### src/vcs_pkg.sv
// Shared types and constants for the vector cosine similarity unit.
package vcs_pkg;

    localparam int SUM_BITS        = 44;
    localparam int ROOT_BITS       = SUM_BITS / 2;
    localparam int QUO_BITS        = SUM_BITS + 15;
    localparam int OUT_BITS        = 16;
    localparam int ELEM_BITS_DEF   = 16;
    localparam int QUEUE_DEPTH_DEF = 2;

    // Finished sums of one vector pair, handed from front to back.
    typedef struct packed {
        logic signed [SUM_BITS-1:0] dot;
        logic [SUM_BITS-1:0]        norm_a;
        logic [SUM_BITS-1:0]        norm_b;
    } job_t;

endpackage

### src/vcs_back.sv
// Back end: two floor square roots, denominator multiply, restoring divide.
module vcs_back import vcs_pkg::*;
#(
    parameter int QUEUE_DEPTH = QUEUE_DEPTH_DEF,
    localparam int CNT_W      = $clog2(QUEUE_DEPTH + 1)
)
(
    input  logic                       clk,
    input  logic                       rst_n,
    input  logic [CNT_W-1:0]           q_count,
    input  job_t                       q_data,
    output logic                       q_pop,
    output logic                       empty,
    input  logic                       pop,
    output logic signed [OUT_BITS-1:0] cosine,
    output logic                       zero_norm
);

    localparam int STEP_W = $clog2(QUO_BITS);

    typedef enum logic [2:0] {ST_IDLE, ST_ROOT, ST_MUL, ST_DIV, ST_DONE} state_t;

    state_t                state_reg;
    logic [STEP_W-1:0]     step_reg;
    logic [SUM_BITS-1:0]   xa_reg;
    logic [SUM_BITS-1:0]   xb_reg;
    logic [SUM_BITS-1:0]   ra_reg;
    logic [SUM_BITS-1:0]   rb_reg;
    logic [SUM_BITS-1:0]   probe_reg;
    logic                  neg_reg;
    logic [SUM_BITS-1:0]   denom_reg;
    logic [SUM_BITS:0]     rem_reg;
    logic [QUO_BITS-1:0]   nq_reg;
    logic                  res_valid_reg;
    logic [OUT_BITS-1:0]   cosine_reg;
    logic                  zero_norm_reg;

    logic [SUM_BITS-1:0]   ta;
    logic [SUM_BITS-1:0]   tb;
    logic                  ge_a;
    logic                  ge_b;
    logic [SUM_BITS-1:0]   dot_mag;
    logic [SUM_BITS:0]     shifted;
    logic                  ge_d;
    logic [OUT_BITS-1:0]   cos_val;
    logic                  out_free;

    assign q_pop     = (state_reg == ST_IDLE) && (q_count != '0);
    assign empty     = ~res_valid_reg;
    assign cosine    = signed'(cosine_reg);
    assign zero_norm = zero_norm_reg;
    assign out_free  = ~res_valid_reg | pop;

    always_comb
    begin
        ta      = ra_reg + probe_reg;
        tb      = rb_reg + probe_reg;
        ge_a    = xa_reg >= ta;
        ge_b    = xb_reg >= tb;
        dot_mag = q_data.dot[SUM_BITS-1] ? $unsigned(-q_data.dot) : $unsigned(q_data.dot);
        shifted = {rem_reg[SUM_BITS-1:0], nq_reg[QUO_BITS-1]};
        ge_d    = shifted >= {1'b0, denom_reg};
        if (denom_reg == '0)
        begin
            cos_val = '0;
        end
        else if (!neg_reg)
        begin
            cos_val = (nq_reg > QUO_BITS'(32767)) ? 16'h7fff : nq_reg[OUT_BITS-1:0];
        end
        else
        begin
            cos_val = (nq_reg > QUO_BITS'(32768)) ? 16'h8000 : -nq_reg[OUT_BITS-1:0];
        end
    end

    always_ff @(posedge clk or negedge rst_n)
    begin
        if (!rst_n)
        begin
            state_reg     <= ST_IDLE;
            step_reg      <= '0;
            xa_reg        <= '0;
            xb_reg        <= '0;
            ra_reg        <= '0;
            rb_reg        <= '0;
            probe_reg     <= '0;
            neg_reg       <= 1'b0;
            denom_reg     <= '0;
            rem_reg       <= '0;
            nq_reg        <= '0;
            res_valid_reg <= 1'b0;
            cosine_reg    <= '0;
            zero_norm_reg <= 1'b0;
        end
        else
        begin
            if ((state_reg == ST_DONE) && out_free)
            begin
                res_valid_reg <= 1'b1;
            end
            else if (pop && res_valid_reg)
            begin
                res_valid_reg <= 1'b0;
            end
            unique case (state_reg)
                ST_IDLE:
                begin
                    if (q_pop)
                    begin
                        xa_reg    <= q_data.norm_a;
                        xb_reg    <= q_data.norm_b;
                        ra_reg    <= '0;
                        rb_reg    <= '0;
                        probe_reg <= SUM_BITS'(1) << (SUM_BITS - 2);
                        neg_reg   <= q_data.dot[SUM_BITS-1];
                        nq_reg    <= {dot_mag, 15'b0};
                        step_reg  <= STEP_W'(ROOT_BITS - 1);
                        state_reg <= ST_ROOT;
                    end
                end
                ST_ROOT:
                begin
                    // One result bit per cycle for both roots.
                    if (ge_a)
                    begin
                        xa_reg <= xa_reg - ta;
                        ra_reg <= (ra_reg >> 1) + probe_reg;
                    end
                    else
                    begin
                        ra_reg <= ra_reg >> 1;
                    end
                    if (ge_b)
                    begin
                        xb_reg <= xb_reg - tb;
                        rb_reg <= (rb_reg >> 1) + probe_reg;
                    end
                    else
                    begin
                        rb_reg <= rb_reg >> 1;
                    end
                    probe_reg <= probe_reg >> 2;
                    if (step_reg == '0)
                    begin
                        state_reg <= ST_MUL;
                    end
                    else
                    begin
                        step_reg <= step_reg - 1'b1;
                    end
                end
                ST_MUL:
                begin
                    denom_reg <= SUM_BITS'(ra_reg[ROOT_BITS-1:0] * rb_reg[ROOT_BITS-1:0]);
                    rem_reg   <= '0;
                    step_reg  <= STEP_W'(QUO_BITS - 1);
                    state_reg <= ST_DIV;
                end
                ST_DIV:
                begin
                    // Zero denominator runs through harmlessly; flagged at the end.
                    rem_reg <= ge_d ? shifted - {1'b0, denom_reg} : shifted;
                    nq_reg  <= {nq_reg[QUO_BITS-2:0], ge_d};
                    if (step_reg == '0)
                    begin
                        state_reg <= ST_DONE;
                    end
                    else
                    begin
                        step_reg <= step_reg - 1'b1;
                    end
                end
                ST_DONE:
                begin
                    if (out_free)
                    begin
                        cosine_reg    <= cos_val;
                        zero_norm_reg <= (denom_reg == '0);
                        state_reg     <= ST_IDLE;
                    end
                end
                default:
                begin
                    state_reg <= ST_IDLE;
                end
            endcase
        end
    end

endmodule

### config.mk
export PLATFORM = sky130hd
export DESIGN_NAME = vcs_back
export DESIGN_NICKNAME = d
export VERILOG_FILES = /design/src/vcs_pkg.sv /design/src/vcs_back.sv
export SDC_FILE = /design/constraint.sdc
export NUM_CORES = 2
export LEC_CHECK = 0
export BUFFER_PORTS_ARGS = -buffer_cell sky130_fd_sc_hd__buf_4
export CAP_MARGIN = 20
export CORE_MARGIN = 4
export CORE_UTILIZATION = 59
export DETAILED_ROUTE_END_ITERATION = 16
export MAX_ROUTING_LAYER = met4
export PLACE_DENSITY = 0.76
export SLEW_MARGIN = 20
export SYNTH_ARGS = -nofsm -noshare
export SYNTH_HDL_FRONTEND = slang
export SYNTH_SLANG_ARGS = --single-unit
### constraint.sdc
create_clock -name clk -period 7.7 [get_ports clk]
set_input_delay 0.77 -clock clk [delete_from_list [all_inputs] [get_ports clk]]
set_output_delay 0.77 -clock clk [all_outputs]
set_load 0.02 [all_outputs]
-- After elaboration in Yosys (flattened, before gate mapping)
Cells that the tools add are included.
- register bits: 395
- input bits: 137
- word-level logic and storage cells: 96
- output and inout bits: 19
- order comparisons: 5
- reductions and logical operators: 21
- $add $sub $neg: 10
- eq/ne operators: 11
- multiply operators: 1
- bitwise logic cells: 2
- mux-type cells: 32
- operator list (cell ; number):
    one-hot mux 44 bit (2 select lines) ; 6
    two-way mux 44 bit ; 10
    subtractor 44 bit ; 3
    one-hot mux 59 bit (2 select lines) ; 1
    adder 43 x 44 -> 44 bit ; 2
    adder 44 bit ; 2
    greater-or-equal comparator 44 bit ; 2
    two-way mux 16 bit ; 4
    > comparator 59 x 15 -> 1 bit (second input constant) ; 1
    > comparator 59 x 16 -> 1 bit (second input constant) ; 1
    two-way mux 59 bit ; 1
    greater-or-equal comparator 45 x 44 -> 1 bit ; 1
    zero test 44 bit ; 1
    multiplier 22 x 22 -> 44 bit ; 1
    negation 44 bit ; 1
    one-hot mux 6 bit (3 select lines) ; 1
    negation 16 bit ; 1
    one-hot mux 3 bit (5 select lines) ; 1
    inequality test 2 bit (second input constant) ; 7
    two-way mux 3 bit ; 4
    two-way mux 6 bit ; 2
    nonzero test 2 bit ; 5
    AND reduction 3 bit ; 3
    AND reduction 2 bit ; 4
    13 further kinds ; 17

-- Logic depth before layout (Yosys ltp)
- word-level depth: 4
- gate-level depth with buffers: 28
- depth with buffers taken out: 26

-- Worst setup path after synthesis
Ideal clock, no wire load.
- path type: reg-to-reg
- start: register rb_reg[13]
- end: register denom_reg[41]
- path buffers: 2
- clock period less this slack: 7180 ps
- stages on the path, launching flop included: 27
- arrival time: 7044 ps
- required time: 7564 ps
- setup slack: 520 ps
- setup time: 136 ps
- cell sequence: dfrtp_1 clkbuf_1 buf_1 nand2_1 fa_1 inv_1 fa_1 inv_1 fa_1 inv_1 fa_1 fa_1 fa_1 inv_1 fa_1 inv_1 ha_1 and4_1 a211oi_1 a21oi_1 a31o_2 a31oi_1 o21bai_1 a31o_2 a221oi_1 xnor2_1 o21ai_0
- word-level cells in the longest chain between the ends: 1
- RTL lines (element ; RTL line ; source):
    start: declaration ; vcs_back.sv:28 ; logic [SUM_BITS-1:0] rb_reg;
    start signal: assignment ; vcs_back.sv:137 ; rb_reg <= (rb_reg >> 1) + probe_reg;
    start signal: assignment ; vcs_back.sv:141 ; rb_reg <= rb_reg >> 1;
    multiplier 22 x 22 -> 44 bit ; vcs_back.sv:155 ; denom_reg <= SUM_BITS'(ra_reg[ROOT_BITS-1:0] * rb_reg[ROOT_BITS-1:0]);
    end signal: assignment ; vcs_back.sv:155 ;
    end: declaration ; vcs_back.sv:31 ; logic [SUM_BITS-1:0] denom_reg;
No other way between the ends.
A chain may end at the register's enable or synchronous reset.

-- Final worst setup path
- start: register ra_reg[7]
- end: register denom_reg[40]
- word-level cells in the longest chain between the ends: 1
- RTL lines (element ; RTL line ; source):
    start: declaration ; vcs_back.sv:27 ; logic [SUM_BITS-1:0] ra_reg;
    start signal: assignment ; vcs_back.sv:128 ; ra_reg <= (ra_reg >> 1) + probe_reg;
    start signal: assignment ; vcs_back.sv:132 ; ra_reg <= ra_reg >> 1;
    multiplier 22 x 22 -> 44 bit ; vcs_back.sv:155 ;
No other way between the ends.

==> impl_metrics.ini <==
[timing]
period_minus_slack_ps = 7410
clock_skew_ps = 31.8
max_slew_margin_pct = 34.4
rsz0062_at_grt = false
timing.final.hold_violations = 0
timing_worst_slew_pin_value_ps = 976
clock.fmax_mhz = 135
final_min_period_over_clock_period_pct = 96.3
finalSetupViolCount = 0
setup_total_negative_slack_ps = 0
final-max-slew-violation-count = 0

[critical_path]
cp_data_required_time_ps = 8130
critPathCaptureType = register
crit_path_end = denom_reg[40]
r2r_setup_slack_ps = 290
rr_endpoint = denom_reg[40]
worstPathMaxFanout = 12
timing.critical_path.from_type = register
critPathKind = register to register
worstRegToRegCells = 23
crit_arrival_ps = 7850
regToRegStartpoint = ra_reg[7]
worstSetupStartpoint = ra_reg[7]

[hold_path]
hold_path.class = input port to async pin

[clocking]
ctsLongestPathBuffers = 3
clockRootBuffer = clkbuf_16
ctsHoldBuffers = 0
clock_insertion_delay_worst_skew_ps = 610
htree_depth = 2
cts_setup_buffers = 0
clk_pin_slew_ps = 60
cts_inserted_buffers = 47
cts_num_sinks = 373
postCtsResizedCells = 0
clock_tree_from_tritoncts = done

[yosys]
synth-edff-count = 0
synth_area_leaders = dfrtp_1 20%, fa_1 18%, ha_1 11%
cell_area_synth_mm2 = 0.0457
yosys_warnings = 0
ys_seq_area_share_pct = 20.4
synth_largest_area_cell = dfrtp_1
synth-main-ff-cell = dfrtp_1
synth-async-reset-ratio_pct = 100
yosysMostFrequentCell = nand2_1
yosysTopAreaCellShare_pct = 20.4
synth.distinct_cells = 94
synthCells = 5531
syn_area_per_cell_um2 = 8.27
synth_commonest_cells = 777 x nand2_1, 518 x inv_1, 401 x o21ai_0, 400 x fa_1, 388 x ha_1
total_nets_after_synthesis = 6456
synthesis_stage_register_bit_count = 373

[global_routing]
overflow = 0
grt_start_max_net_pins = 205
antenna_found_initial = 0
grt_first_pass_wirelength_um = 203000
first_global_vias = 39400
grt.total_usage_pct = 30.9

[finish]
largest_register_ff_count = 59
sequential_cell_area_mm2 = 0.00935
nets_finish = 6429
fraction_of_final_layout_cells_sized_beyond_drive_strength_1_pct = 7.17
n_fill_cell = 6594
insertedDiodeCount = 0
flow.area_growth_from_synthesis_pct = 7.95
multi_input_comb_area_mm2 = 0.0333

[drt]
route.detailed.wl_per_inst_um = 18.7
drc = 0
routed_wirelength_um = 123000
detailedRoute.firstPassIterationCount = 5
drt-vias-per-instance = 6.06
routed-via-count = 39800
drt.antenna.violating_nets = 0
drt_first_iter_violations = 3329

[place]
place.detailed.hpwl_um = 93700
io_buffers = 155
globalplace.congestion = 0.946

[floorplanning]
io_pins = 156
rows = 101
fp.dieArea_mm2 = 0.0820
core_region_area_mm2 = 0.0763
die_y_um = 286
start_util_pct = 59.9
die_width_um = 286

[run_status]
run_status = finished, final reports clean

[job]
cap_violations = 0
-- cells by family (layout without fill, tap and decap cells) --
kind of cell,count (synthesis),after routing,synth area share [%]
xor gates and xnor gates,362,362,6.93
and+or+nand+nor,1814,1814,18.8
buffers and inverters,840,847,7.01
muxes,22,22,0.484
DFF,373,373,20.4
adders and majority gates,788,788,28.1
AOI/OAI and AO/OA,1332,1332,18.2
-- routing by layer --
layer | vias to the layer above | global-route usage [%] | share of wire (%)
li1 | 18700 | - | -
met1 | 19400 | 42.7 | 44
met2 | 1383 | 47.8 | 45
met3 | 239 | 3.90 | 6.7
met4 | 0 | 9.71 | 3.4
met5 | - | - | 0
-- worst min-delay path by stage --
| stage | from | slack (ps) | cells after the start | endpoint |
|---|---|---|---|---|
| detailed placement | cosine[15] | 470 | 2 | cosine[15] |
| CTS | rst_n | 150 | 1 | rb_reg[8] |
| finish | rst_n | 160 | 1 | xb_reg[34] |
| global route | rst_n | 190 | 1 | xb_reg[34] |
| floorplan | xa_reg[24] | 450 | 2 | xa_reg[24] |
| global placement | cosine[15] | 460 | 2 | cosine[15] |
-- cells in the final DEF (no fill, tap or decap), types with 12 or more instances in the layout --
cell type and count:
nand2_1 775, inv_1 518, o21ai_0 401, fa_1 400, ha_1 388, dfrtp_1 359
a21oi_1 295, and2_1 263, nor2_1 252, buf_4 241, nand3_1 187, xor2_1 187
xnor2_1 175, a21o_1 119, a31oi_1 108, nand4_1 58, a22oi_1 54, nor2b_1 49
o21bai_1 47, clkbuf_16 47, and3_1 39, nor3_1 39, nor4_1 34, o31ai_1 32
o311ai_1 32, nand2b_1 29, a211oi_1 25, o21a_1 24, o21ai_1 21, mux2i_1 21
or3_1 20, o211ai_1 16, dfrtp_2 14, o22ai_1 13, a21boi_0 13, a31o_2 12
-- critical path, cell delays in order, from the launching register on --
cell and delay (ps):
dfrtp_1 480, buf_4 230, and2_1 180, fa_1 510, inv_1 60, fa_1 490
fa_1 540, inv_1 60, fa_1 460, fa_1 530, fa_1 540, inv_1 50
fa_1 530, inv_1 50, ha_1 370, and3_1 340, nand2_1 100, nor4_2 410
nor3_1 180, nor3_1 420, o31ai_1 160, o21ai_0 220, xnor2_1 220, o21ai_0 120
-- through the flow --
step / std cells / setup WS, ps / cell area (µm²) / hold WS [ps] / util (%)
after floorplan: 5531 / 520 / 45700 / 452 / -
after global placement: 6485 / 368 / 47700 / 461 / 62.5
after detailed placement: 6485 / 268 / 47700 / 465 / 62.5
after CTS: 6568 / 217 / 49300 / 150 / 64.6
after global routing: 6568 / 25.7 / 49400 / 194 / 64.7
final: 6568 / 285 / 49400 / 157 / 64.7
-- area by class of cell --
| type | count | share of cell area (%) |
|---|---|---|
| clock buffer | 58 | 2.57 |
| inverter | 518 | 3.94 |
| timing repair buffer | 246 | 3.86 |
| multi-input combinational | 4318 | 67.4 |
| sequential | 373 | 18.9 |
| tap | 1030 | 2.61 |
| clock inverter | 25 | 0.705 |
Power is left out: the tool's default activity adds up to more than one toggle a clock period on the data nets, which glitch-free logic cannot reach.
