### src/vcs_pkg.sv
// Shared types and constants for the vector cosine similarity unit.
package vcs_pkg;

    localparam int SUM_BITS        = 44;
    localparam int ROOT_BITS       = SUM_BITS / 2;
    localparam int QUO_BITS        = SUM_BITS + 15;
    localparam int OUT_BITS        = 16;
    localparam int ELEM_BITS_DEF   = 16;
    localparam int QUEUE_DEPTH_DEF = 2;

    // Finished sums of one vector pair, handed from front to back.
    typedef struct packed {
        logic signed [SUM_BITS-1:0] dot;
        logic [SUM_BITS-1:0]        norm_a;
        logic [SUM_BITS-1:0]        norm_b;
    } job_t;

endpackage

### src/vcs_front.sv
// Front end: element products and saturating dot / norm accumulators.
module vcs_front import vcs_pkg::*;
#(
    parameter int ELEM_BITS   = ELEM_BITS_DEF,
    parameter int QUEUE_DEPTH = QUEUE_DEPTH_DEF,
    localparam int CNT_W      = $clog2(QUEUE_DEPTH + 1)
)
(
    input  logic               clk,
    input  logic               rst_n,
    input  logic               push,
    output logic               full,
    input  logic signed [15:0] elem_a,
    input  logic signed [15:0] elem_b,
    input  logic               last,
    input  logic [CNT_W-1:0]   q_count,
    output logic               job_push,
    output job_t               job
);

    localparam int EXT_W  = (ELEM_BITS > 16) ? ELEM_BITS : 16;
    localparam int PROD_W = 2 * ELEM_BITS;
    localparam int ACC_W  = ((PROD_W > SUM_BITS) ? PROD_W : SUM_BITS) + 1;

    logic [EXT_W-1:0]           ext_a;
    logic [EXT_W-1:0]           ext_b;
    logic signed [ELEM_BITS-1:0] val_a;
    logic signed [ELEM_BITS-1:0] val_b;
    logic signed [PROD_W-1:0]   prod_ab;
    logic signed [PROD_W-1:0]   prod_aa;
    logic signed [PROD_W-1:0]   prod_bb;

    logic signed [PROD_W-1:0]   prod_ab_reg;
    logic [PROD_W-1:0]          sq_a_reg;
    logic [PROD_W-1:0]          sq_b_reg;
    logic                       p_valid_reg;
    logic                       p_last_reg;

    logic signed [SUM_BITS-1:0] dot_reg;
    logic [SUM_BITS-1:0]        na_reg;
    logic [SUM_BITS-1:0]        nb_reg;

    logic signed [ACC_W-1:0]    dot_wide;
    logic [ACC_W-1:0]           na_wide;
    logic [ACC_W-1:0]           nb_wide;
    logic [ACC_W-SUM_BITS:0]    dot_top;
    logic signed [SUM_BITS-1:0] dot_sat;
    logic [SUM_BITS-1:0]        na_sat;
    logic [SUM_BITS-1:0]        nb_sat;
    logic                       accept;
    logic [CNT_W:0]             q_load;

    // Low ELEM_BITS of the zero-extended field, read as two's complement.
    assign ext_a = EXT_W'($unsigned(elem_a));
    assign ext_b = EXT_W'($unsigned(elem_b));
    assign val_a = signed'(ext_a[ELEM_BITS-1:0]);
    assign val_b = signed'(ext_b[ELEM_BITS-1:0]);

    assign prod_ab = val_a * val_b;
    assign prod_aa = val_a * val_a;
    assign prod_bb = val_b * val_b;

    // A pending last in the product stage still needs a queue slot.
    assign q_load = {1'b0, q_count} + (CNT_W+1)'(p_valid_reg & p_last_reg);
    assign full   = q_load >= (CNT_W+1)'(QUEUE_DEPTH);
    assign accept = push & ~full;

    assign dot_wide = ACC_W'(dot_reg) + ACC_W'(prod_ab_reg);
    assign na_wide  = ACC_W'(na_reg) + ACC_W'(sq_a_reg);
    assign nb_wide  = ACC_W'(nb_reg) + ACC_W'(sq_b_reg);
    assign dot_top  = dot_wide[ACC_W-1:SUM_BITS-1];

    always_comb
    begin
        if (dot_top == '0 || dot_top == '1)
        begin
            dot_sat = dot_wide[SUM_BITS-1:0];
        end
        else if (dot_wide[ACC_W-1])
        begin
            dot_sat = {1'b1, {(SUM_BITS-1){1'b0}}};
        end
        else
        begin
            dot_sat = {1'b0, {(SUM_BITS-1){1'b1}}};
        end
        na_sat = (|na_wide[ACC_W-1:SUM_BITS]) ? '1 : na_wide[SUM_BITS-1:0];
        nb_sat = (|nb_wide[ACC_W-1:SUM_BITS]) ? '1 : nb_wide[SUM_BITS-1:0];
    end

    assign job_push    = p_valid_reg & p_last_reg;
    assign job.dot     = dot_sat;
    assign job.norm_a  = na_sat;
    assign job.norm_b  = nb_sat;

    always_ff @(posedge clk or negedge rst_n)
    begin
        if (!rst_n)
        begin
            p_valid_reg <= 1'b0;
            p_last_reg  <= 1'b0;
            dot_reg     <= '0;
            na_reg      <= '0;
            nb_reg      <= '0;
        end
        else
        begin
            p_valid_reg <= accept;
            p_last_reg  <= last;
            if (p_valid_reg)
            begin
                if (p_last_reg)
                begin
                    dot_reg <= '0;
                    na_reg  <= '0;
                    nb_reg  <= '0;
                end
                else
                begin
                    dot_reg <= dot_sat;
                    na_reg  <= na_sat;
                    nb_reg  <= nb_sat;
                end
            end
        end
    end

    always_ff @(posedge clk)
    begin
        if (accept)
        begin
            prod_ab_reg <= prod_ab;
            sq_a_reg    <= $unsigned(prod_aa);
            sq_b_reg    <= $unsigned(prod_bb);
        end
    end

endmodule

### config.mk
export PLATFORM = sky130hd
export DESIGN_NAME = vcs_front
export DESIGN_NICKNAME = d
export VERILOG_FILES = /design/src/vcs_pkg.sv /design/src/vcs_front.sv
export SDC_FILE = /design/constraint.sdc
export NUM_CORES = 2
export LEC_CHECK = 0
export ABC_AREA = 1
export BUFFER_PORTS_ARGS = -buffer_cell sky130_fd_sc_hd__buf_2
export CORE_MARGIN = 3
export CORE_UTILIZATION = 35
export CTS_BUF_LIST = sky130_fd_sc_hd__clkbuf_2 sky130_fd_sc_hd__clkbuf_4 sky130_fd_sc_hd__clkbuf_8
export DETAILED_ROUTE_END_ITERATION = 8
export PLACE_DENSITY = 0.56
export SYNTH_ARGS = -nofsm -noshare
export SYNTH_HDL_FRONTEND = slang
export SYNTH_SLANG_ARGS = --single-unit
### constraint.sdc
create_clock -name clk -period 6.5 [get_ports clk]
set_clock_uncertainty 0.15 [all_clocks]
set_input_delay 0.325 -clock clk [delete_from_list [all_inputs] [get_ports clk]]
set_output_delay 0.325 -clock clk [all_outputs]
set_load 0.02 [all_outputs]
# Yosys cells after proc, flatten, opt, wreduce, memory -nomap -nowiden
# Cells that the tools add are included.
[totals]
out_inout_bits = 134
regBits = 230
input_bits = 38
[op_classes]
reduce_logical = 2
n_addsub = 4
n_lt_le_gt_ge = 1
eq_ne = 1
muxes = 7
mul = 3
n_bitwise = 4
[op_table]
columns = ["cell", "count"]
rows = [
  ["2-to-1 mux 44 bit", 7],
  ["adder 44 x 32 -> 45 bit", 3],
  ["multiplier 16 x 16 -> 32 bit", 3],
  ["adder 2 x 1 -> 3 bit", 1],
  ["bitwise AND 1 bit", 3],
  [">= comparator 3 x 2 -> 1 bit, second input constant", 1],
  ["== test 2 bit, second input constant", 1],
  ["zero test 2 bit", 1],
  ["logical OR 1 bit", 1],
  ["NOT 1 bit", 1],
]

# Logic depth before layout (Yosys ltp)
[depth]
word_depth = 5
depth_mapped = 26

# Worst setup path before layout
# No wires, ideal clock.
[synth_timing]
path_type = "input to register"
from = "input port elem_a[15]"
to = "register sq_a_reg[28], data pin"
path_slack_ns = 0.432
stages = 21
setup_ns = 0.262
arrival_ns = 5.656
n_path_buf = 2
cell_sequence = "clkbuf_1 -> buf_1 -> nand2_1 -> inv_1 -> fa_1 -> fa_1 -> fa_1 -> fa_1 -> fa_1 -> inv_1 -> fa_1 -> inv_1 -> ha_1 -> nand2_1 -> nor2_1 -> inv_1 -> nor2_1 -> nand2_1 -> o211ai_1 -> a21oi_1 -> xor2_1"
[synth_via]
elab_chain_cells = 1
[synth_lines]
columns = ["item", "line_no", "source"]
rows = [
  ["start: declaration", "vcs_front.sv:13", "input logic signed [15:0] elem_a,"],
  ["multiplier 16 x 16 -> 32 bit", "vcs_front.sv:60", "assign prod_aa = val_a * val_a;"],
  ["via prod_aa[28]", "vcs_front.sv:30", "logic signed [PROD_W-1:0] prod_aa;"],
  ["end signal: assignment", "vcs_front.sv:133", "sq_a_reg <= $unsigned(prod_aa);"],
  ["end: declaration", "vcs_front.sv:34", "logic [PROD_W-1:0] sq_a_reg;"],
]
# The timed path passes the listed nets, and every way through them passes these cells.
# A chain may end at the register's enable or synchronous reset.

# Worst setup path in the final report
[layout_timing]
from = "input port elem_b[13]"
to = "register prod_ab_reg[22], data pin"
[layout_via]
elab_chain_cells = 1
[layout_lines]
columns = ["item", "line_no", "source"]
rows = [
  ["start: declaration", "vcs_front.sv:14", "input logic signed [15:0] elem_b,"],
  ["multiplier 16 x 16 -> 32 bit", "vcs_front.sv:59", "assign prod_ab = val_a * val_b;"],
  ["via prod_ab[22]", "vcs_front.sv:29", "logic signed [PROD_W-1:0] prod_ab;"],
  ["end signal: assignment", "vcs_front.sv:132", "prod_ab_reg <= prod_ab;"],
  ["end: declaration", "vcs_front.sv:33", "logic signed [PROD_W-1:0] prod_ab_reg;"],
]
# The timed path passes the listed nets, and every way through them passes these cells.

==> results_dict.tcl <==
set metrics [dict create \
    drt.antenna.violating_nets 0 \
    i_o_pin_count 172 \
    h-tree-depth 2 \
    report.final.setup_viol 0 \
    grt_overflow 0 \
    whs_ns 0.0843 \
    post-synth-top-count-cell "sky130_fd_sc_hd__inv_1" \
    synthesis.nets 7123 \
    grt_first_pass_wirelength_um 223000 \
    rsz0062_at_grt "no" \
    min_period_ns 6.08 \
    tritoncts "built" \
    start_kind "primary input" \
    drcViolationCount 0 \
    clock_path_buffers 3 \
    grt_antenna_before_repair 10 \
    place.gp.congestion 0.967 \
    clk_pin_slew_ns 0.06 \
    tightestPinTransition_ns 0.981 \
    total_global_route_track_usage_pct 20.8 \
    tritoncts_num_sinks 228 \
    synth.area.top_cells "sky130_fd_sc_hd__fa_1 (32%), sky130_fd_sc_hd__inv_1 (13%), sky130_fd_sc_hd__nand2_1 (12%), sky130_fd_sc_hd__ha_1 (10%), sky130_fd_sc_hd__dfrtp_1 (7.3%)" \
    synthesis.area_um2 45800 \
    layout_worst_path_cycle_share_pct 93.5 \
    max-slew-margin-rel_pct 34.6 \
    yosys-top-cells-count "sky130_fd_sc_hd__inv_1 (1532), sky130_fd_sc_hd__nand2_1 (1443), sky130_fd_sc_hd__fa_1 (731), sky130_fd_sc_hd__nor2_1 (382), sky130_fd_sc_hd__ha_1 (372)" \
    r2r_cells 13 \
    wirelength_um 138000 \
    syn_to_final_growth_pct 10.1 \
    synth.yosys.warnings 0 \
    count_of_buffers_inserted_at_the_top_level_ports 171 \
    drt_pre_antenna_iters 6 \
    cts-buffers-inserted 45 \
    timing.max_cap.violations 0 \
    timing_hold_violations_final 0 \
    synth_sequential_area_ratio_pct 13.5 \
    m1WireLength_um 65600 \
    top_layer_used "met5" \
    worst_hold_path.num_cells 3 \
    grt_start_max_net_pins 76 \
    cp.required_ns 6.73 \
    synth_async_sr_flop_share_pct 58.8 \
    dieArea_um2 135000 \
    postPlaceCellArea_um2 49200 \
    final_layout_size_suffix_gt1_share_pct 7.56 \
    dominantRegCellSynth "sky130_fd_sc_hd__dfrtp_1" \
    timing_max_transition_violations_final 0 \
    critical_path.endpoint_type "register" \
    first_global_vias 40000 \
    floorplan.core_area_um2 130000 \
    worstPathArrival_ns 6.31 \
    wl_met3_um 6360 \
    post_layout_nets 7306 \
    status "completed" \
    placement_rows 132 \
    finish.instance_area_um2 50400 \
    yosysUniqueCellTypes 54 \
    timing.hold.worst.class "in2reg" \
    synth_edf_count 94 \
    post-dp-hpwl_um 117000 \
    dr_total_vias 37800 \
    wl_met2_um 63200 \
    fmax_mhz 165 \
    reg2reg_setup_slack_ns 2.72 \
    floorplan.initialDensity_pct 35.3 \
    insertion_delay_ns 0.69 \
    yosys_register_bits 228 \
    cp_max_fo 18 \
    netlist_instances 5982 \
    viasPerCell 4.76 \
    fp.dieW_um 368 \
    root_buffer_cell "sky130_fd_sc_hd__clkbuf_8" \
    drt-wirelength-per-cell_um 17.3 \
    yosys.area.top_type_share_pct 32.0 \
    post-synth-top-area-cell "sky130_fd_sc_hd__fa_1" \
    worstSetupPathType "in2reg" \
    floorplan.die.height_um 368 \
    dr.first_iter.drc_count 2463 \
    synth.avg_cell_area_um2 7.65 \
]
-- path summary, 6_finish.rpt --
| path | endpoint | startpoint |
|---|---|---|
| worst max-delay path | prod_ab_reg[22]$_DFFE_PP_ | elem_b[13] |
| worst min-delay path | sq_a_reg[2]$_DFFE_PP_ | q_count[1] |
| worst max register to register | na_reg[14]$_DFFE_PN0P_ | sq_a_reg[7]$_DFFE_PP_ |
| worst min register to register | na_reg[25]$_DFFE_PN0P_ | na_reg[25]$_DFFE_PN0P_ |
| max in group asynchronous | nb_reg[16]$_DFFE_PN0P_ | rst_n |
| min in group asynchronous | dot_reg[34]$_DFFE_PN0P_ | rst_n |
-- layer usage --
| layer | track usage, % | vias to the layer above |
|---|---|---|
| li1 | - | 18200 |
| met2 | 34.1 | 857 |
| met1 | 29.8 | 18600 |
| met5 | 0 | - |
| met3 | 1.95 | 135 |
| met4 | 4.18 | 4 |
-- layout by cell type, fill, tap and decap left out, types with 7 or more instances in the layout --
cell type                      n
sky130_fd_sc_hd__bufinv_16     9
sky130_fd_sc_hd__xor2_1      130
sky130_fd_sc_hd__ha_1        372
sky130_fd_sc_hd__nand3_2       7
sky130_fd_sc_hd__fa_1        731
sky130_fd_sc_hd__nand2_2      44
sky130_fd_sc_hd__a21oi_1     219
sky130_fd_sc_hd__a21o_1       30
sky130_fd_sc_hd__buf_4       104
sky130_fd_sc_hd__clkinv_2     13
sky130_fd_sc_hd__buf_12       13
sky130_fd_sc_hd__a31oi_1      16
sky130_fd_sc_hd__nand3_1     185
sky130_fd_sc_hd__o21a_1        9
sky130_fd_sc_hd__clkbuf_8     49
sky130_fd_sc_hd__o21bai_1     38
sky130_fd_sc_hd__edfxtp_1     94
sky130_fd_sc_hd__nand2_1    1443
sky130_fd_sc_hd__nor3_1       51
sky130_fd_sc_hd__nand4_1      46
sky130_fd_sc_hd__dfrtp_1     134
sky130_fd_sc_hd__nor4_1       13
sky130_fd_sc_hd__nor2_1      380
sky130_fd_sc_hd__buf_2       170
sky130_fd_sc_hd__a21boi_0     10
sky130_fd_sc_hd__nor2_2        9
sky130_fd_sc_hd__clkbuf_4      7
sky130_fd_sc_hd__o21ai_1      41
sky130_fd_sc_hd__or2_2         9
sky130_fd_sc_hd__o21ai_0     155
sky130_fd_sc_hd__inv_1      1531
sky130_fd_sc_hd__inv_2         9
sky130_fd_sc_hd__a31o_2        9
sky130_fd_sc_hd__xnor2_1      69
-- worst max-delay path, cell delays in order --
cell,delay [ns]
sky130_fd_sc_hd__buf_2,0.43
sky130_fd_sc_hd__buf_4,0.35
sky130_fd_sc_hd__nand2_1,0.11
sky130_fd_sc_hd__fa_1,0.57
sky130_fd_sc_hd__fa_1,0.43
sky130_fd_sc_hd__fa_1,0.47
sky130_fd_sc_hd__fa_1,0.54
sky130_fd_sc_hd__fa_1,0.44
sky130_fd_sc_hd__fa_1,0.51
sky130_fd_sc_hd__inv_1,0.06
sky130_fd_sc_hd__ha_1,0.37
sky130_fd_sc_hd__nand2_1,0.14
sky130_fd_sc_hd__nor2_1,0.18
sky130_fd_sc_hd__inv_1,0.08
sky130_fd_sc_hd__nor3_1,0.28
sky130_fd_sc_hd__a21oi_1,0.22
sky130_fd_sc_hd__o21ai_0,0.28
sky130_fd_sc_hd__a21oi_1,0.13
sky130_fd_sc_hd__xnor2_1,0.38
-- cell families after synthesis --
logic type	Yosys count	synth area share, %
xor+xnor	199	3.81
fa+ha+maj	1103	42.1
buf+inv	1699	14.1
flops	228	13.5
simple gates	2203	19.7
compound gates	550	6.78
-- metrics by stage --
| stage | TNS, ns | worst slack (ns) | cells | util (%) |
|---|---|---|---|---|
| after floorplan | 0 | 0.432 | 5982 | - |
| after global placement | -0.198 | -0.198 | 7855 | 37.9 |
| after detailed placement | -0.181 | -0.181 | 7855 | 37.9 |
| after CTS | 0 | 0.503 | 7944 | 38.8 |
| after global routing | 0 | 0.106 | 7947 | 38.9 |
| final | 0 | 0.422 | 7949 | 38.9 |
-- cell type report --
type / instances / area, um^2
flip-flops and latches: 228 / 6180
fillers: 13700 / 79300
well taps: 1742 / 2180
repair buffers: 293 / 1950
multi-input cells: 4055 / 33100
clock inverters: 28 / 397
clock buffers: 56 / 727
diodes: 5 / 12.5
inverters: 1542 / 5790
-- repair_timing --
item                                    4_1_cts  5_1_grt
buffers inserted                              0        0
gates resized for setup                       0        0
endpoints found under the setup margin        0        0
hold endpoints to repair                     89        0
hold buffers                                  5        0
Power is left out: the tool's default activity adds up to more than one toggle a clock period on the data nets, which glitch-free logic cannot reach.
