`config.mk`:
```
export PLATFORM = sky130hd
export DESIGN_NAME = vcs_fifo
export DESIGN_NICKNAME = d
export VERILOG_FILES = /design/src/vcs_pkg.sv /design/src/vcs_fifo.sv
export SDC_FILE = /design/constraint.sdc
export NUM_CORES = 1
export LEC_CHECK = 0
export BUFFER_PORTS_ARGS = -buffer_cell sky130_fd_sc_hd__buf_2
export CORE_MARGIN = 3
export CORE_UTILIZATION = 56
export DETAILED_ROUTE_END_ITERATION = 10
export PLACE_DENSITY_LB_ADDON = 0.3
export SLEW_MARGIN = 20
export SYNTH_ARGS = -nofsm -noshare
export SYNTH_HDL_FRONTEND = slang
export SYNTH_SLANG_ARGS = --single-unit
```
`constraint.sdc`:
```
create_clock -name clk -period 16.7 [get_ports clk]
set_clock_uncertainty 0.05 [all_clocks]
set_input_delay 0 -clock clk [delete_from_list [all_inputs] [get_ports clk]]
set_output_delay 0 -clock clk [all_outputs]
set_load 0.005 [all_outputs]
```
`src/vcs_pkg.sv`:
```
// Shared types and constants for the vector cosine similarity unit.
package vcs_pkg;

    localparam int SUM_BITS        = 44;
    localparam int ROOT_BITS       = SUM_BITS / 2;
    localparam int QUO_BITS        = SUM_BITS + 15;
    localparam int OUT_BITS        = 16;
    localparam int ELEM_BITS_DEF   = 16;
    localparam int QUEUE_DEPTH_DEF = 2;

    // Finished sums of one vector pair, handed from front to back.
    typedef struct packed {
        logic signed [SUM_BITS-1:0] dot;
        logic [SUM_BITS-1:0]        norm_a;
        logic [SUM_BITS-1:0]        norm_b;
    } job_t;

endpackage

```
`src/vcs_fifo.sv`:
```
// Short queue of finished vector sums between front and back.
module vcs_fifo import vcs_pkg::*;
#(
    parameter int DEPTH  = QUEUE_DEPTH_DEF,
    localparam int CNT_W = $clog2(DEPTH + 1),
    localparam int PTR_W = $clog2(DEPTH)
)
(
    input  logic             clk,
    input  logic             rst_n,
    input  logic             wr_en,
    input  job_t             wr_data,
    input  logic             rd_en,
    output job_t             rd_data,
    output logic [CNT_W-1:0] count
);

    job_t             mem [DEPTH];
    logic [PTR_W-1:0] wr_ptr_reg;
    logic [PTR_W-1:0] rd_ptr_reg;
    logic [CNT_W-1:0] count_reg;

    assign count   = count_reg;
    assign rd_data = mem[rd_ptr_reg];

    always_ff @(posedge clk or negedge rst_n)
    begin
        if (!rst_n)
        begin
            wr_ptr_reg <= '0;
            rd_ptr_reg <= '0;
            count_reg  <= '0;
        end
        else
        begin
            if (wr_en)
            begin
                wr_ptr_reg <= (wr_ptr_reg == PTR_W'(DEPTH - 1)) ? '0 : wr_ptr_reg + 1'b1;
            end
            if (rd_en)
            begin
                rd_ptr_reg <= (rd_ptr_reg == PTR_W'(DEPTH - 1)) ? '0 : rd_ptr_reg + 1'b1;
            end
            if (wr_en && !rd_en)
            begin
                count_reg <= count_reg + 1'b1;
            end
            else if (rd_en && !wr_en)
            begin
                count_reg <= count_reg - 1'b1;
            end
        end
    end

    always_ff @(posedge clk)
    begin
        if (wr_en)
        begin
            mem[wr_ptr_reg] <= wr_data;
        end
    end

endmodule

```
Word level (Yosys, flattened, before mapping). Memories as Yosys holds them, arrays and structs flattened. Cells that the tools add are included.

Add/sub/neg operators: 4. Mux-type cells: 6. Reduce and logical (&&, ||, !) cells: 5.

Operators with widths (count): two-way mux 1 bit (4); two-way mux 2 bit (2); adder 1 bit, second input constant (2); adder 2 x 1 -> 2 bit, second input constant (1); logical AND 1 bit (2); zero test 1 bit (2); nonzero test 2 bit (1); subtractor 2 x 1 -> 2 bit, second input constant (1).

Flip-flop bits (word level): 4. Memory bits (writable): 264. Input port bits: 136. Output and inout port bits: 134. Memories kept: 1.

Memories: mem (words 2, width 132, read ports 1, clocked after Yosys merged registers in 0, write ports 1, line vcs_fifo.sv:18) `job_t mem [DEPTH];`.

Logic depth before layout (Yosys ltp). Gate-level depths: netlist (run 1).

Depth in word-level cells: 4. Depth in mapped cells: 5. Mapped depth without buffers: 5.

Least setup slack after synthesis (run 1). OpenSTA, ideal clock, no wires.

Path kind: reg-to-reg. Start: register wr_ptr_reg. End: memory mem[0][0] (netlist bit) (enable). Data arrival time: 6.234 ns. Slack: 9.775 ns. Cell stages (with the launch flop): 2. Buffers on the path: 0. Period minus slack after synthesis: 6.925 ns. Path through: dfrtp_1 > nor2b_1.

RTL lines: from (decl) (line vcs_fifo.sv:19) `logic [PTR_W-1:0] wr_ptr_reg;`; from (signal assigned) (line vcs_fifo.sv:38) `wr_ptr_reg <= (wr_ptr_reg == PTR_W'(DEPTH - 1)) ? '0 : wr_ptr_reg + 1'b1;`; to (decl) (line vcs_fifo.sv:18).

No word-level cell before the write port.

==> results.toml, run 1 <==
[pwr]
p_leak_uw = 0.00546
vdd_drop_max_mv = 0.113
p_per_area_mw_per_mm2 = 154

[clock_tree]
cts_setup_buffers = 0
clkLatencyLatePin_ps = 510
root_buffer = "clkbuf_16"
clk_pin_slew_ps = 60
cts.repair.resized = 0
tritoncts = "done"
numCtsBuffers = 26
cts_max_path_buffers = 3
cts_max_level = 1
cts.sink_count = 268
postCtsHoldBufs = 136

[final_layout]
largest_register_ff_count = 264
final.fill_count = 893
num_antenna_cells = 0
fin_util_pct = 79.2
syn_to_final_growth_pct = 37.6
nets = 985
drive_above_1_share_pct = 51.3
finalInstanceArea_sq_mm = 0.0137

[floorplan]
core_sq_mm = 0.0174
fp.dieH_microns = 140
io-pin-count = 270
start_util_pct = 57.5
dieWidth_microns = 140
dieArea_sq_mm = 0.0195
rows = 48

[flow_run]
cap_violations = 0

[sta]
timing_hold_violations_final = 0
max_freq_mhz = 324
relSlewSlack_pct = 28.9
finalCritPeriodShare_pct = 18.5
rsz0062_at_grt = "no"
worstMarginPinSlew_ps = 1070
setup_viol = 0
period_minus_slack_ps = 3090
final_max_slew_viol_count = 0
tns_ps = 0

[detailed_routing]
dr.pass1.iters = 4
via_per_inst = 5.19
drt-total-wl_microns = 22300
wl_per_cell_microns = 20.4
ant_nets = 0
drc_errors = 0
dr_total_vias = 5659
drtIter0Drc = 300

[logic_synthesis]
yosysSeqAreaShare_pct = 80.4
syn-num-nets = 562
synth_seq_cells = 268
synthDistinctLibCells = 13
synth_cells = 425
avgSynthCellArea_sq_um = 23.5
netlist_area_sq_mm = 0.00998
synth_warnings = 0

[global_routing]
first_global_vias = 6238
grt_usage_pct = 22.5
grt_overflow_total = 0
grt_first_pass_wirelength_microns = 34500
grt_max_degree = 72
antenna_found_initial = 0

[worst_hold_path]
worstHoldPathCells = 2
hp-class = "input pin to flop"

[worst_setup_path]
crit_slowest_cell = "dfrtp_4"
critPathArrivalTime_ps = 3040
crit_family = "flip-flops"
cp_num_buf_inv = 3
r2r_cells = 2
crit_fanout = 71
path_depth = 4
cp_cell_sequence = "buf_4 -> buf_16 -> mux2_2 -> buf_2"
worst-setup-path-type = "flop to primary output"
cp-start-kind = "flop"
end_kind = "primary output"
worst_ep_required_time_ps = 16650
critPathMaxStageDelay_ps = 1120

[placed_design]
hpwl_microns = 12900
place_area_sq_mm = 0.0115
numPortBuffers = 269
gp_congestion = 0.789

[outcome]
outcome = "complete, no violations"
-- final cells by class --
cell class / count / area, sq um / area share (%)
well taps: 225 / 282 / 2.05
multi-input cells: 141 / 1830 / 13.3
flip-flops and latches: 268 / 8030 / 58.4
clock buffers: 32 / 694 / 5.05
inverters: 1 / 3.75 / 0.0273
repair buffers: 410 / 2770 / 20.1
clock inverters: 13 / 134 / 0.974
-- cell families (layout without fill, tap and decap cells) --
group	after synthesis	after routing	share of synthesized area, %
xor gates and xnor gates	5	5	0.439
and+or+nand+nor	3	3	0.163
adders and majority gates	1	1	0.125
muxes	132	132	17.5
buffers and inverters	16	456	1.35
DFF	268	268	80.4
-- power breakdown --
part           leakage [uW]  internal [uW]  switching (uW)
clock network      0.000408            339             231
registers           0.00252            895            73.0
logic               0.00252            324             256
total               0.00546           1560             559
-- placed cells by master (no fill, tap or decap) --
master	instances
xnor2_1	1
and2_4	1
dlygate4sd3_1	136
inv_1	1
edfxtp_1	264
nor2_1	1
clkbuf_1	5
dfrtp_1	3
clkbuf_16	27
xor2_1	4
buf_4	4
buf_16	1
nor2b_4	1
bufinv_16	3
dfrtp_4	1
ha_1	1
buf_2	269
mux2_4	70
mux2_2	62
clkinv_2	5
clkinv_1	5
-- Yosys cell counts --
| cell type | number | area (sq um) |
|---|---|---|
| mux2_2 | 62 | 698 |
| ha_1 | 1 | 12.5 |
| dfrtp_1 | 4 | 100 |
| mux2_4 | 70 | 1050 |
| xor2_1 | 4 | 35.0 |
| nor2_1 | 1 | 3.75 |
| and2_1 | 1 | 6.26 |
| xnor2_1 | 1 | 8.76 |
| buf_6 | 9 | 101 |
| nor2b_1 | 1 | 6.26 |
| inv_1 | 1 | 3.75 |
| edfxtp_1 | 264 | 7930 |
| buf_2 | 6 | 30.0 |
-- stage by stage --
stage | instances | power (uW) | hold slack, ps | setup WS (ps)
3_5_place_dp | 908 | 1530 | -236 | 13920
6_report | 1090 | 2120 | 166 | 13610
2_1_floorplan | 425 | 1330 | -346 | 9780
3_3_place_gp | 908 | 1510 | -239 | 13990
5_1_grt | 1090 | 2210 | 144 | 13470
4_1_cts | 1089 | 2120 | 132 | 13380
-- worst register-to-register path, cell delays in order, from the launching register on --
cell,delay (ps)
dfrtp_1,420
and2_4,790
buf_4,870
-- worst paths after layout --
path,slack (ps),to,startpoint
max,13610,rd_data[112],rd_ptr_reg
min,170,mem[0][31],wr_data[31]
max reg2reg,14150,mem[1][101],wr_ptr_reg
min reg2reg,420,count[1],count[1]
max in group asynchronous,16030,rd_ptr_reg,rst_n
min in group asynchronous,370,count[0],rst_n
-- metal layers --
layer	vias to the layer above	track usage, %	routed length (microns)
li1	2539	-	-
met1	2790	28.0	8310
met2	300	40.0	11700
met3	30	5.15	1860
met4	0	6.13	433
met5	-	0	0
Note: power is estimated with default switching activity, not from simulation.
==> run 2: changes to the inputs <==
Settings changed: ABC_AREA set to 1, CORE_UTILIZATION 56 to 52.
Clock period 16.7 ns to 2.9 ns, I/O delays scaled along.
==> results.toml, run 2 <==
[outcome]
outcome = "complete, no violations"

[logic_synthesis]
avgSynthCellArea_sq_um = 23.1
synth.top_cell.area_share_pct = 79.2
yosysSeqAreaShare_pct = 80.2
synthMostInstantiatedCell = "edfxtp_1"
netlist_area_sq_mm = 0.0100
synth-main-ff-cell = "edfxtp_1"
synth_cells = 434
syn-num-nets = 571
async_flop_share_pct = 1.49
synth_edf_count = 264
netlist_top_cells_area = "edfxtp_1 (79%), mux2_4 (11%), mux2_2 (7.0%)"
synthDistinctLibCells = 14
synth_common_cells = "edfxtp_1 (264), mux2_4 (70), mux2_2 (62)"
synth_warnings = 0
synth_seq_cells = 268
yosysTopAreaCell = "edfxtp_1"

[final_layout]
num_antenna_cells = 0
final_cell_mix = "buf_2 (269), edfxtp_1 (264), dlygate4sd3_1 (136), mux2_4 (70), mux2_2 (62)"
drive_above_1_share_pct = 51.5
largest_register_ff_count = 264
syn_to_final_growth_pct = 39.4
finalNonFillerCells = 1140
final_common_cell = "buf_2"
nets = 998

[clock_tree]
numCtsBuffers = 27
root_buffer = "clkbuf_16"
postCtsHoldBufs = 136
cts_max_level = 1
clkLatencyLatePin_ps = 510
cts_max_path_buffers = 3
cts.sink_count = 268
cts_setup_buffers = 0
cts.repair.resized = 0
tritoncts = "done"
clk_pin_slew_ps = 60

[placed_design]
hpwl_microns = 12500
gp_congestion = 0.799
numPortBuffers = 269
dp.cells = 956

[detailed_routing]
via_per_inst = 4.91
ant_nets = 0
dr_total_vias = 5596
drc_errors = 0
drtIter0Drc = 269
drt-total-wl_microns = 21100
wl_per_cell_microns = 18.5
dr.pass1.iters = 4

[sta]
setup_viol = 0
timing_hold_violations_final = 0
hold_slack_ps = 159
final_max_slew_viol_count = 0
rsz0062_at_grt = "no"
max_freq_mhz = 428
period_minus_slack_ps = 2340
finalCritPeriodShare_pct = 80.6
worstMarginPinSlew_ps = 705
tns_ps = 0
relSlewSlack_pct = 53.0

[floorplan]
core_sq_mm = 0.0188
fp.dieH_microns = 145
dieWidth_microns = 145
start_util_pct = 53.1
io-pin-count = 270
dieArea_sq_mm = 0.0209
rows = 50

[global_routing]
grt_max_degree = 94
grt_overflow_total = 0
grt_first_pass_wirelength_microns = 31000
antenna_found_initial = 0
first_global_vias = 6046
grt_usage_pct = 19.1

[worst_setup_path]
crit_fanout = 35
critPathArrivalTime_ps = 2290
end_kind = "primary output"
cp-start-kind = "flop"
worst_ep_required_time_ps = 2850
r2r_slack_ps = 1250
worst-setup-path-type = "flop to primary output"

[flow_run]
cap_violations = 0

[pwr]
p_per_area_mw_per_mm2 = 890
vdd_drop_max_mv = 0.680
p_leak_uw = 0.00553
power.total_uw = 12400

[worst_hold_path]
hp-class = "input pin to flop"
-- run 2: layer usage --
layer / vias to the layer above / global-route usage, % / share of wire (%)
met5: - / 0 / 0
met4: 0 / 4.66 / 1.8
met3: 29 / 4.47 / 7.9
met2: 243 / 35.2 / 53
met1: 2756 / 22.7 / 38
li1: 2568 / - / -
-- run 2: path summary, 6_finish.rpt --
kind | endpoint | cells past startpoint | from
max in group asynchronous | rd_ptr_reg | 3 | rst_n
worst max register to register | mem[0][52] | 2 | wr_ptr_reg
worst min-delay path | mem[1][3] | 2 | wr_data[3]
worst min register to register | count[1] | 2 | count[1]
worst max-delay path | rd_data[112] | 3 | rd_ptr_reg
min in group asynchronous | rd_ptr_reg | 3 | rst_n
-- run 2: logic make-up (layout without fill, tap and decap cells) --
logic type / after synthesis / in the layout / share of synthesized area (%)
buf+inv: 22 / 468 / 1.58
fa+ha+maj: 1 / 1 / 0.125
flops: 268 / 268 / 80.2
simple gates: 8 / 8 / 0.338
mux: 132 / 132 / 17.5
xor+xnor: 3 / 3 / 0.263
-- run 2: cell type report --
class,count,area (sq um)
clock buffer,30,687
clock inverter,18,223
fill,1082,4880
inverter,7,30.0
multi-input combinational,144,1830
sequential,268,8030
tap,260,325
timing repair buffer,413,2820
-- run 2: stage by stage --
stage                     cell area [sq um]  setup WS, ps  util, %
final                                 13900           561     74.1
after global routing                  13900           449     74.1
after CTS                             13900           543     74.1
after detailed placement              11700          1090     62.0
after global placement                11700          1100     62.0
after floorplan                       10000          12.9        -
-- run 2: worst max-delay path, cell delays in order, from the launching register on --
cell     delay, ps
dfrtp_4        810
buf_4          420
mux2_2         390
buf_2          130
-- run 2: power breakdown --
part / leakage [uW] / switching, uW / internal, uW
Sequential: 0.00252 / 309 / 5140
Combinational: 0.00257 / 1560 / 1900
Clock: 0.000443 / 1350 / 2150
==> run 3: changes to the inputs <==
Settings changed: CORE_UTILIZATION 52 to 47.
Clock period 2.9 ns to 2.1 ns, I/O delays scaled along.
==> results.toml, run 3 (same netlist as run 2, synthesis figures left out) <==
[placed_design]
preCtsSetupSlack_ps = 584
hpwl_microns = 12600
gp_congestion = 0.788
numPortBuffers = 269
place_area_sq_mm = 0.0117

[detailed_routing]
drt-total-wl_microns = 21200
drc_errors = 0
wl_per_cell_microns = 18.4
via_per_inst = 4.87
dr_total_vias = 5619
ant_nets = 0
drtIter0Drc = 242
dr.pass1.iters = 4

[floorplan]
start_util_pct = 48.7
io-pin-count = 270
dieWidth_microns = 152
core_sq_mm = 0.0206
rows = 52
dieArea_sq_mm = 0.0231
fp.dieH_microns = 152

[global_routing]
grt_overflow_total = 0
grt_max_degree = 72
antenna_found_initial = 1
first_global_vias = 6201
grt_first_pass_wirelength_microns = 33700
grt_usage_pct = 18.0

[final_layout]
syn_to_final_growth_pct = 39.4
largest_register_ff_count = 264
final_common_cell = "buf_2"
fin_util_pct = 67.8
nets = 999
multi_input_area_sq_mm = 0.00183
regArea_sq_mm = 0.00803
final_cell_mix = "buf_2 (269), edfxtp_1 (264), dlygate4sd3_1 (136), mux2_4 (70), mux2_2 (62)"
finalInstanceArea_sq_mm = 0.0139
final.fill_count = 1319
drive_above_1_share_pct = 51.5

[pwr]
intPower_uw = 12500
combPwrFrac_pct = 29.5
p_clk_share_pct = 26.6
p_sw_share_pct = 26.3
p_leak_uw = 0.00552
p_per_area_mw_per_mm2 = 1210
vdd_drop_max_mv = 1.07
seqPwrFrac_pct = 43.9
p_switching_uw = 4450

[worst_setup_path]
critPathArrivalTime_ps = 1890
r2r_cells = 3
worst-setup-path-type = "flop to primary output"
crit_fanout = 35
r2r_slack_ps = 670
worst_ep_required_time_ps = 2050
endpoint = "rd_data[94]"
r2r_start = "wr_ptr_reg"
cp-start-kind = "flop"
reg2reg_to = "mem[1][38]"
end_kind = "primary output"
startpoint = "rd_ptr_reg"

[sta]
tns_ps = 0
setup_viol = 0
worstMarginPinSlew_ps = 421
max_freq_mhz = 515
period_minus_slack_ps = 1940
rsz0062_at_grt = "no"
relSlewSlack_pct = 71.9
final_max_slew_viol_count = 0
finalCritPeriodShare_pct = 92.4
timing_hold_violations_final = 0
fin_ws_ps = 160

[clock_tree]
cts.repair.resized = 0
tritoncts = "done"
root_buffer = "clkbuf_16"
cts.sink_count = 268
cts_max_path_buffers = 3
cts_max_level = 1
clk_pin_slew_ps = 60
clkLatencyLatePin_ps = 500
numCtsBuffers = 26

[worst_hold_path]
hp-class = "input pin to flop"

[outcome]
outcome = "complete, no violations"

[flow_run]
cap_violations = 0
## run 3: layout make-up
cell class	instances	share of cell area, %
flip-flops and latches	268	57.6
repair buffers	415	20.6
multi-input cells	144	13.1
clock buffers	36	5.16
well taps	270	2.42
clock inverters	12	0.861
inverters	7	0.215
diodes	1	0.0179
## run 3: how the worst min path moves through the flow
stage / start / end / slack, ps / cells past startpoint
6_report: wr_data[65] / mem[1][65] / 160 / 2
2_1_floorplan: rst_n / count[0] / -350 / 0
3_3_place_gp: rst_n / count[1] / -240 / 1
3_5_place_dp: rst_n / wr_ptr_reg / -240 / 1
4_1_cts: wr_data[5] / mem[1][5] / 120 / 2
5_1_grt: wr_data[12] / mem[0][12] / 130 / 2
## run 3: routing by layer
layer | share of wire (%) | track usage (%) | wire (microns) | vias to the layer above
met4 | 2.8 | 6.42 | 588 | 0
met3 | 7.8 | 5.06 | 1660 | 49
met1 | 40 | 22.3 | 8450 | 2715
met2 | 49 | 30.6 | 10500 | 283
li1 | - | - | - | 2572
met5 | 0 | 0 | 0 | -
## run 3: power groups by stage
stage                     clock (uW)  sequential (uW)  combinational, uW
after detailed placement           0             7560               4740
after global placement             0             7490               4670
final                           4490             7420               4990
after floorplan                    0             7450               3030
after CTS                       4590             7450               4960
after global routing            4830             7510               5360
## run 3: critical path: stages, from the launching register on
cell	delay [ps]
dfrtp_4	560
buf_12	310
mux2_4	340
buf_2	140
## run 3: timing repair
item,CTS,global route
setup buffers,0,1
endpoints found under the hold margin,272,0
hold buffers,136,0
setup endpoints to repair,0,4
## run 3: through the flow
| step | total power [uW] | cells | hold WS [ps] |
|---|---|---|---|
| global route | 17700 | 1153 | 135 |
| CTS | 17000 | 1151 | 121 |
| floorplan | 10500 | 434 | -346 |
| global placement | 12200 | 967 | -242 |
| detailed placement | 12300 | 967 | -237 |
| finish | 16900 | 1153 | 156 |
